===== config.mk =====
export PLATFORM = sky130hd
export DESIGN_NAME = path_slash_dot_normalizer
export DESIGN_NICKNAME = d
export VERILOG_FILES = /design/src/design/pnrm_pkg.sv /design/src/design/pnrm_step.sv /design/src/design/path_slash_dot_normalizer.sv
export SDC_FILE = /design/constraint.sdc
export NUM_CORES = 1
export LEC_CHECK = 0
export BUFFER_PORTS_ARGS = -buffer_cell sky130_fd_sc_hd__buf_2
export CAP_MARGIN = 20
export CELL_PAD_IN_SITES_DETAIL_PLACEMENT = 0
export CELL_PAD_IN_SITES_GLOBAL_PLACEMENT = 1
export CORE_MARGIN = 2
export CORE_UTILIZATION = 35
export DETAILED_ROUTE_END_ITERATION = 8
export PLACE_DENSITY = 0.64
export RECOVER_POWER = 25
export SYNTH_ARGS = -nofsm -noshare
export SYNTH_HDL_FRONTEND = slang
export SYNTH_SLANG_ARGS = --single-unit

===== constraint.sdc =====
create_clock -name i_clk -period 3.4 [get_ports i_clk]
set_input_delay 0.68 -clock i_clk [delete_from_list [all_inputs] [get_ports i_clk]]
set_output_delay 0.68 -clock i_clk [all_outputs]
set_load 0.05 [all_outputs]

===== src/design/pnrm_pkg.sv =====
// ----------------------------------------------------------------------------
// pnrm_pkg
// Shared types and constants for the path slash/dot normalizer.
// ----------------------------------------------------------------------------
`default_nettype none

package pnrm_pkg;

    // Path separator and dot bytes
    localparam logic [7:0] SLASH_CH = 8'h2F;
    localparam logic [7:0] DOT_CH   = 8'h2E;

    // Most result items one input byte can produce
    localparam int MAX_RES = 3;

    // Count of result items, 0 .. MAX_RES
    typedef logic [$clog2(MAX_RES+1)-1:0] t_cnt;

    // Index into the result buffer
    typedef logic [$clog2(MAX_RES)-1:0] t_idx;

    // One result item
    typedef struct packed {
        logic [7:0] data;
        logic       valid;
        logic       last;
    } t_item;

    // Normalizer state carried from byte to byte
    typedef struct packed {
        logic slash_held;
        logic dot_held;
        logic emitted_any;
    } t_state;

    // Everything one input byte produces
    typedef struct packed {
        t_item [MAX_RES-1:0] items;
        t_cnt                count;
        t_state              nxt;
    } t_step;

endpackage

`default_nettype wire


===== src/design/pnrm_step.sv =====
// ----------------------------------------------------------------------------
// pnrm_step
// Per-byte decision logic: next state and up to three result items.
// ----------------------------------------------------------------------------
`default_nettype none

module pnrm_step (
    input  var pnrm_pkg::t_state i_state,
    input  wire logic [7:0]      i_byte,
    input  wire logic            i_last,
    output pnrm_pkg::t_step      o_step
);
    import pnrm_pkg::*;

    t_item [MAX_RES-1:0] items;
    t_cnt                n;
    t_state              st;
    t_idx                last_idx;

    always_comb begin
        items    = '0;
        n        = '0;
        st       = i_state;
        last_idx = '0;

        if (i_state.dot_held) begin
            if (i_byte == SLASH_CH) begin
                // fold "/./": keep the slash held
                st.dot_held = 1'b0;
            end else begin
                // release held "/." and the new byte
                items[0]       = '{data: SLASH_CH, valid: 1'b1, last: 1'b0};
                items[1]       = '{data: DOT_CH,   valid: 1'b1, last: 1'b0};
                items[2]       = '{data: i_byte,   valid: 1'b1, last: 1'b0};
                n              = t_cnt'(3);
                st.slash_held  = 1'b0;
                st.dot_held    = 1'b0;
                st.emitted_any = 1'b1;
            end
        end else if (i_state.slash_held) begin
            if (i_byte == SLASH_CH) begin
                // collapse slash run
            end else if (i_byte == DOT_CH) begin
                st.dot_held = 1'b1;
            end else begin
                items[0]       = '{data: SLASH_CH, valid: 1'b1, last: 1'b0};
                items[1]       = '{data: i_byte,   valid: 1'b1, last: 1'b0};
                n              = t_cnt'(2);
                st.slash_held  = 1'b0;
                st.emitted_any = 1'b1;
            end
        end else begin
            if (i_byte == SLASH_CH) begin
                st.slash_held = 1'b1;
            end else begin
                items[0]       = '{data: i_byte, valid: 1'b1, last: 1'b0};
                n              = t_cnt'(1);
                st.emitted_any = 1'b1;
            end
        end

        if (i_last) begin
            // keep a trailing slash only when it is the whole result
            if (st.slash_held && !st.emitted_any) begin
                items[t_idx'(n)] = '{data: SLASH_CH, valid: 1'b1, last: 1'b0};
                n                = n + t_cnt'(1);
            end
            // end-only item when nothing was produced
            if (n == '0) begin
                items[0] = '{data: 8'h00, valid: 1'b0, last: 1'b0};
                n        = t_cnt'(1);
            end
            last_idx             = t_idx'(n - t_cnt'(1));
            items[last_idx].last = 1'b1;
            st                   = '0;
        end
    end

    assign o_step = '{items: items, count: n, nxt: st};

endmodule

`default_nettype wire


===== src/design/path_slash_dot_normalizer.sv =====
// ----------------------------------------------------------------------------
// path_slash_dot_normalizer
// Streaming path normalizer: collapses slash runs and folds "/./" segments.
// ----------------------------------------------------------------------------
// Takes one path byte per request on the slave side (tlast on the final byte)
// and sends the normalized path on the master side, one byte per request,
// with tlast on the final item of each path. An item with tuser low carries no
// byte and only ends the path. Each input byte yields zero to three result
// items; they sit in a three-entry result buffer that drains one item per
// cycle while the master side is ready. A new byte is taken whenever the
// buffer empties in that cycle, so bytes that produce at most one item flow
// at one per cycle while the master side is ready, and a byte that releases
// two or three items stalls the input while the buffer drains.
`default_nettype none

module path_slash_dot_normalizer (
    input  wire logic       i_clk,
    input  wire logic       i_rst_n,
    // input path bytes
    input  wire logic       i_s_axis_tvalid,
    output logic            o_s_axis_tready,
    input  wire logic [7:0] i_s_axis_tdata,   // [7:0] in_byte
    input  wire logic       i_s_axis_tlast,   // in_last
    // normalized path bytes
    output logic            o_m_axis_tvalid,
    input  wire logic       i_m_axis_tready,
    output logic [7:0]      o_m_axis_tdata,   // [7:0] out_byte
    output logic            o_m_axis_tuser,   // [0] byte_valid
    output logic            o_m_axis_tlast    // path_end
);
    import pnrm_pkg::*;

    t_state              r_state;
    t_item [MAX_RES-1:0] r_items;
    t_idx                r_head;
    t_cnt                r_cnt;

    t_step               step;
    t_item               head_item;
    logic                pop;
    logic                accept;

    pnrm_step u_step (
        .i_state (r_state),
        .i_byte  (i_s_axis_tdata),
        .i_last  (i_s_axis_tlast),
        .o_step  (step)
    );

    // drive the master side from the buffer head
    assign head_item       = r_items[r_head];
    assign o_m_axis_tvalid = (r_cnt != '0);
    assign o_m_axis_tdata  = head_item.data;
    assign o_m_axis_tuser  = head_item.valid;
    assign o_m_axis_tlast  = head_item.last;
    assign pop             = o_m_axis_tvalid && i_m_axis_tready;

    // take a request when the buffer is empty by the end of this cycle
    assign o_s_axis_tready = (r_cnt == '0) || ((r_cnt == t_cnt'(1)) && i_m_axis_tready);
    assign accept          = i_s_axis_tvalid && o_s_axis_tready;

    // advance state and buffer control
    always_ff @(posedge i_clk) begin
        if (!i_rst_n) begin
            r_state <= '0;
            r_head  <= '0;
            r_cnt   <= '0;
        end else begin
            if (accept) begin
                r_state <= step.nxt;
                r_head  <= '0;
                r_cnt   <= step.count;
            end else if (pop) begin
                r_head  <= r_head + t_idx'(1);
                r_cnt   <= r_cnt - t_cnt'(1);
            end
        end
    end

    // load result items
    always_ff @(posedge i_clk) begin
        if (accept) begin
            r_items <= step.items;
        end
    end

endmodule

`default_nettype wire

==> flow_summary.toml <==
[run_status]
status = "complete, no violations"

[worst_setup_path]
crit_family = "buffers and inverters"
path_cells = "buf_4 -> nor2b_1 -> buf_4 -> nand2_1 -> o21ai_0 -> buf_2"
arrival_ns = 1.81
crit_path_start_kind = "flip-flop"
crit_buf_inv = 3
cp_slowest_cell = "nor2b_1"
cp-end-kind = "output port"
path_max_fanout = 12
cp_common_cell = "buf_4"
worstSetupPathType = "reg -> out"
startpoint = "r_head[1]"
path_depth = 6
r2r-start = "r_cnt[0]"
rr_worst_depth = 6
crit_required_ns = 2.72
max_stage_delay_ns = 0.39

[floorplan]
io_pins = 25
die_area_um2 = 6390
fp-row-count = 27
die_y_um = 79.94
coreArea_um2 = 5540
die_x_um = 79.94
start_util_pct = 36.43

[sta]
tightestPinTransition_ns = 0.6071
fin_tns_setup_ns = 0
slew_viol_final = 0
fmax_ghz = 0.4013
slew_headroom_pct = 59.36
finalCriticalPeriod_ns = 2.492
hold_viol = 0
fin_ws_ns = 0.9082
final.setup_skew_ns = 0.005546
setup_viol = 0
min_period_over_period_pct = 73.29
rsz0062_at_grt = "no"

[placed_design]
io_buffers = 24
place.gp.congestion = 0.8212
placed_area_um2 = 2226
dpl.hpwl_um = 3179
pre_cts_ws_ns = 0.6286

[clocking]
cts-resized-gates = 0
htreeDepth = 2
clk_path_buf_depth = 2
cts_num_sinks = 37
clockRootBuffer = "clkbuf_8"
postCtsSetupBuffers = 0
cts_tree = "built"
clk_latency_ns = 0.29
cts_buffers = 5
clkTransAtPathRegs_ns = 0.07
cts_hold_buf = 0

[power]
leakage_nw = 0.9145
combPwrFrac_pct = 40.2
pwr-share-seq_pct = 41.6
p_sw_mw = 0.6678
clock_power_share_pct = 18.1
intPower_mw = 0.9425
powerDensity_nw_per_um2 = 698.7
p_sw_share_pct = 41.47
ir_worst_vdd_uv = 235.9

[detailed_routing]
first_pass_iters = 4
via_count = 1524
via_per_inst = 5.114
drt_iter0_markers = 73
routed_wl_um = 4409
wire_per_inst_um = 14.80
drc = 0
drtAntennaViolNets = 0

[synthesis]
syn_area_um2 = 2018
yosysTopAreaCell = "edfxtp_1"
async_flop_share_pct = 0
syn_avg_cell_area_um2 = 10.24
yosys-top-cells-count = "edfxtp_1, nand2_1, o21ai_0"
yosysWarningCount = 0
synth.top_cell.area_share_pct = 44.64
synthCells = 197
synth_edf_count = 30
ys_types = 39
synthFlopType = "edfxtp_1"
synth.net_count = 215
ys_top_cells_by_area = "edfxtp_1, dfxtp_1, o21ai_0"
synth_most_common_cell = "edfxtp_1"
ys_ff_latch = 37
yosysSeqAreaShare_pct = 51.58

[final_layout]
utilization_pct = 41.60
drive_gt1_share_pct = 18.58
multiInputGateArea_um2 = 884.6
fin_area_um2 = 2305
antenna_cells = 0
final-seq-area_um2 = 1041
nNetsFinal = 243
n_fill_cell = 576
areaGrowthSynthToFinish_pct = 14.20

[global_route]
grtUsageMet3_pct = 3.394
grt_pass1_wl_um = 7155
track_usage_pct = 15.01
gr-max-usage-layer = "met2"
grt_antenna_before_repair = 0
use_met1_pct = 19.01
globalRouteOverflowTotal = 0
met2_usage_pct = 24.75
grt_pass1_vias = 1466
grt_max_degree = 22

[run]
cap_viol_max_count = 0

[worst_hold_path]
min_path_cells = 2
hp-start = "r_state[0]"
min_path_type = "reg -> reg"
[metrics by stage]
stage / total power, mW / hold slack, ns / std cells
2_1_floorplan: 1.166 / 0.5088 / 197
3_3_place_gp: 1.335 / 0.5296 / 290
3_5_place_dp: 1.337 / 0.5423 / 290
4_1_cts: 1.632 / 0.5554 / 298
5_1_grt: 1.712 / 0.5844 / 298
6_report: 1.610 / 0.5466 / 298
[worst reg2reg max path: cells and delay by family, from the launching register on]
family / cells / cell delay, ns
flip-flops: 1 / 0.34
AO/OA/AOI/OAI: 1 / 0.11
adder cells (fa/ha/maj): 1 / 0.19
buffers and inverters: 3 / 0.89
AND/OR/NAND/NOR: 1 / 0.12
[routing by layer]
layer,share of wire (%),routed length (um)
met1,47,2072
met2,48,2138
met3,2.7,118
met4,1.8,80
met5,0,0
[cell type report]
type | instances | area share (%)
Timing Repair Buffer | 29 | 6.678
Sequential cell | 37 | 45.17
Inverter | 14 | 2.280
Clock inverter | 2 | 0.4343
Clock buffer | 6 | 3.149
Tap cell | 72 | 3.909
Multi-Input combinational cell | 138 | 38.38
[final timing paths]
check                      end  slack [ns]
max          o_m_axis_tdata[2]        0.91
min                 r_state[0]        0.55
max reg2reg         r_items[3]        1.43
min reg2reg         r_state[0]        0.55
[power by group through the flow]
| stage | sequential [mW] | combinational (mW) | clock [mW] |
|---|---|---|---|
| 3_5_place_dp | 0.681 | 0.656 | 0 |
| 4_1_cts | 0.671 | 0.657 | 0.304 |
| 5_1_grt | 0.682 | 0.706 | 0.323 |
| 3_3_place_gp | 0.679 | 0.656 | 0 |
| 2_1_floorplan | 0.667 | 0.499 | 0 |
| 6_report | 0.670 | 0.648 | 0.292 |
[flip-flops by register name, summed over array words and instances (netlist names)]
signal and flops:
r_head 2, r_cnt 2, r_state 3, r_items 30
[cell families (layout without fill, tap and decap cells)]
| kind of cell | count (synthesis) | count (layout) | synth area share (%) |
|---|---|---|---|
| AO/OA/AOI/OAI | 50 | 50 | 15.25 |
| XOR/XNOR | 2 | 2 | 0.8681 |
| adder cells (fa/ha/maj) | 5 | 5 | 3.100 |
| buffers and inverters | 22 | 51 | 4.587 |
| flip-flops | 37 | 37 | 51.58 |
| multiplexers | 10 | 10 | 4.960 |
| AND/OR/NAND/NOR | 71 | 71 | 19.65 |
[cells in the final DEF, fill, tap and decap left out, drive strengths merged, types with 6 or more instances in the layout]
cell type | Yosys | layout
a31oi | 7 | 7
nor2 | 12 | 12
and3 | 6 | 6
o21ai | 26 | 26
nand2 | 26 | 26
clkbuf | 4 | 7
and2 | 8 | 8
mux2i | 10 | 10
inv | 14 | 14
dfxtp | 7 | 7
buf | 4 | 28
edfxtp | 30 | 30
No activity file was read; power rests on OpenSTA's default activity.
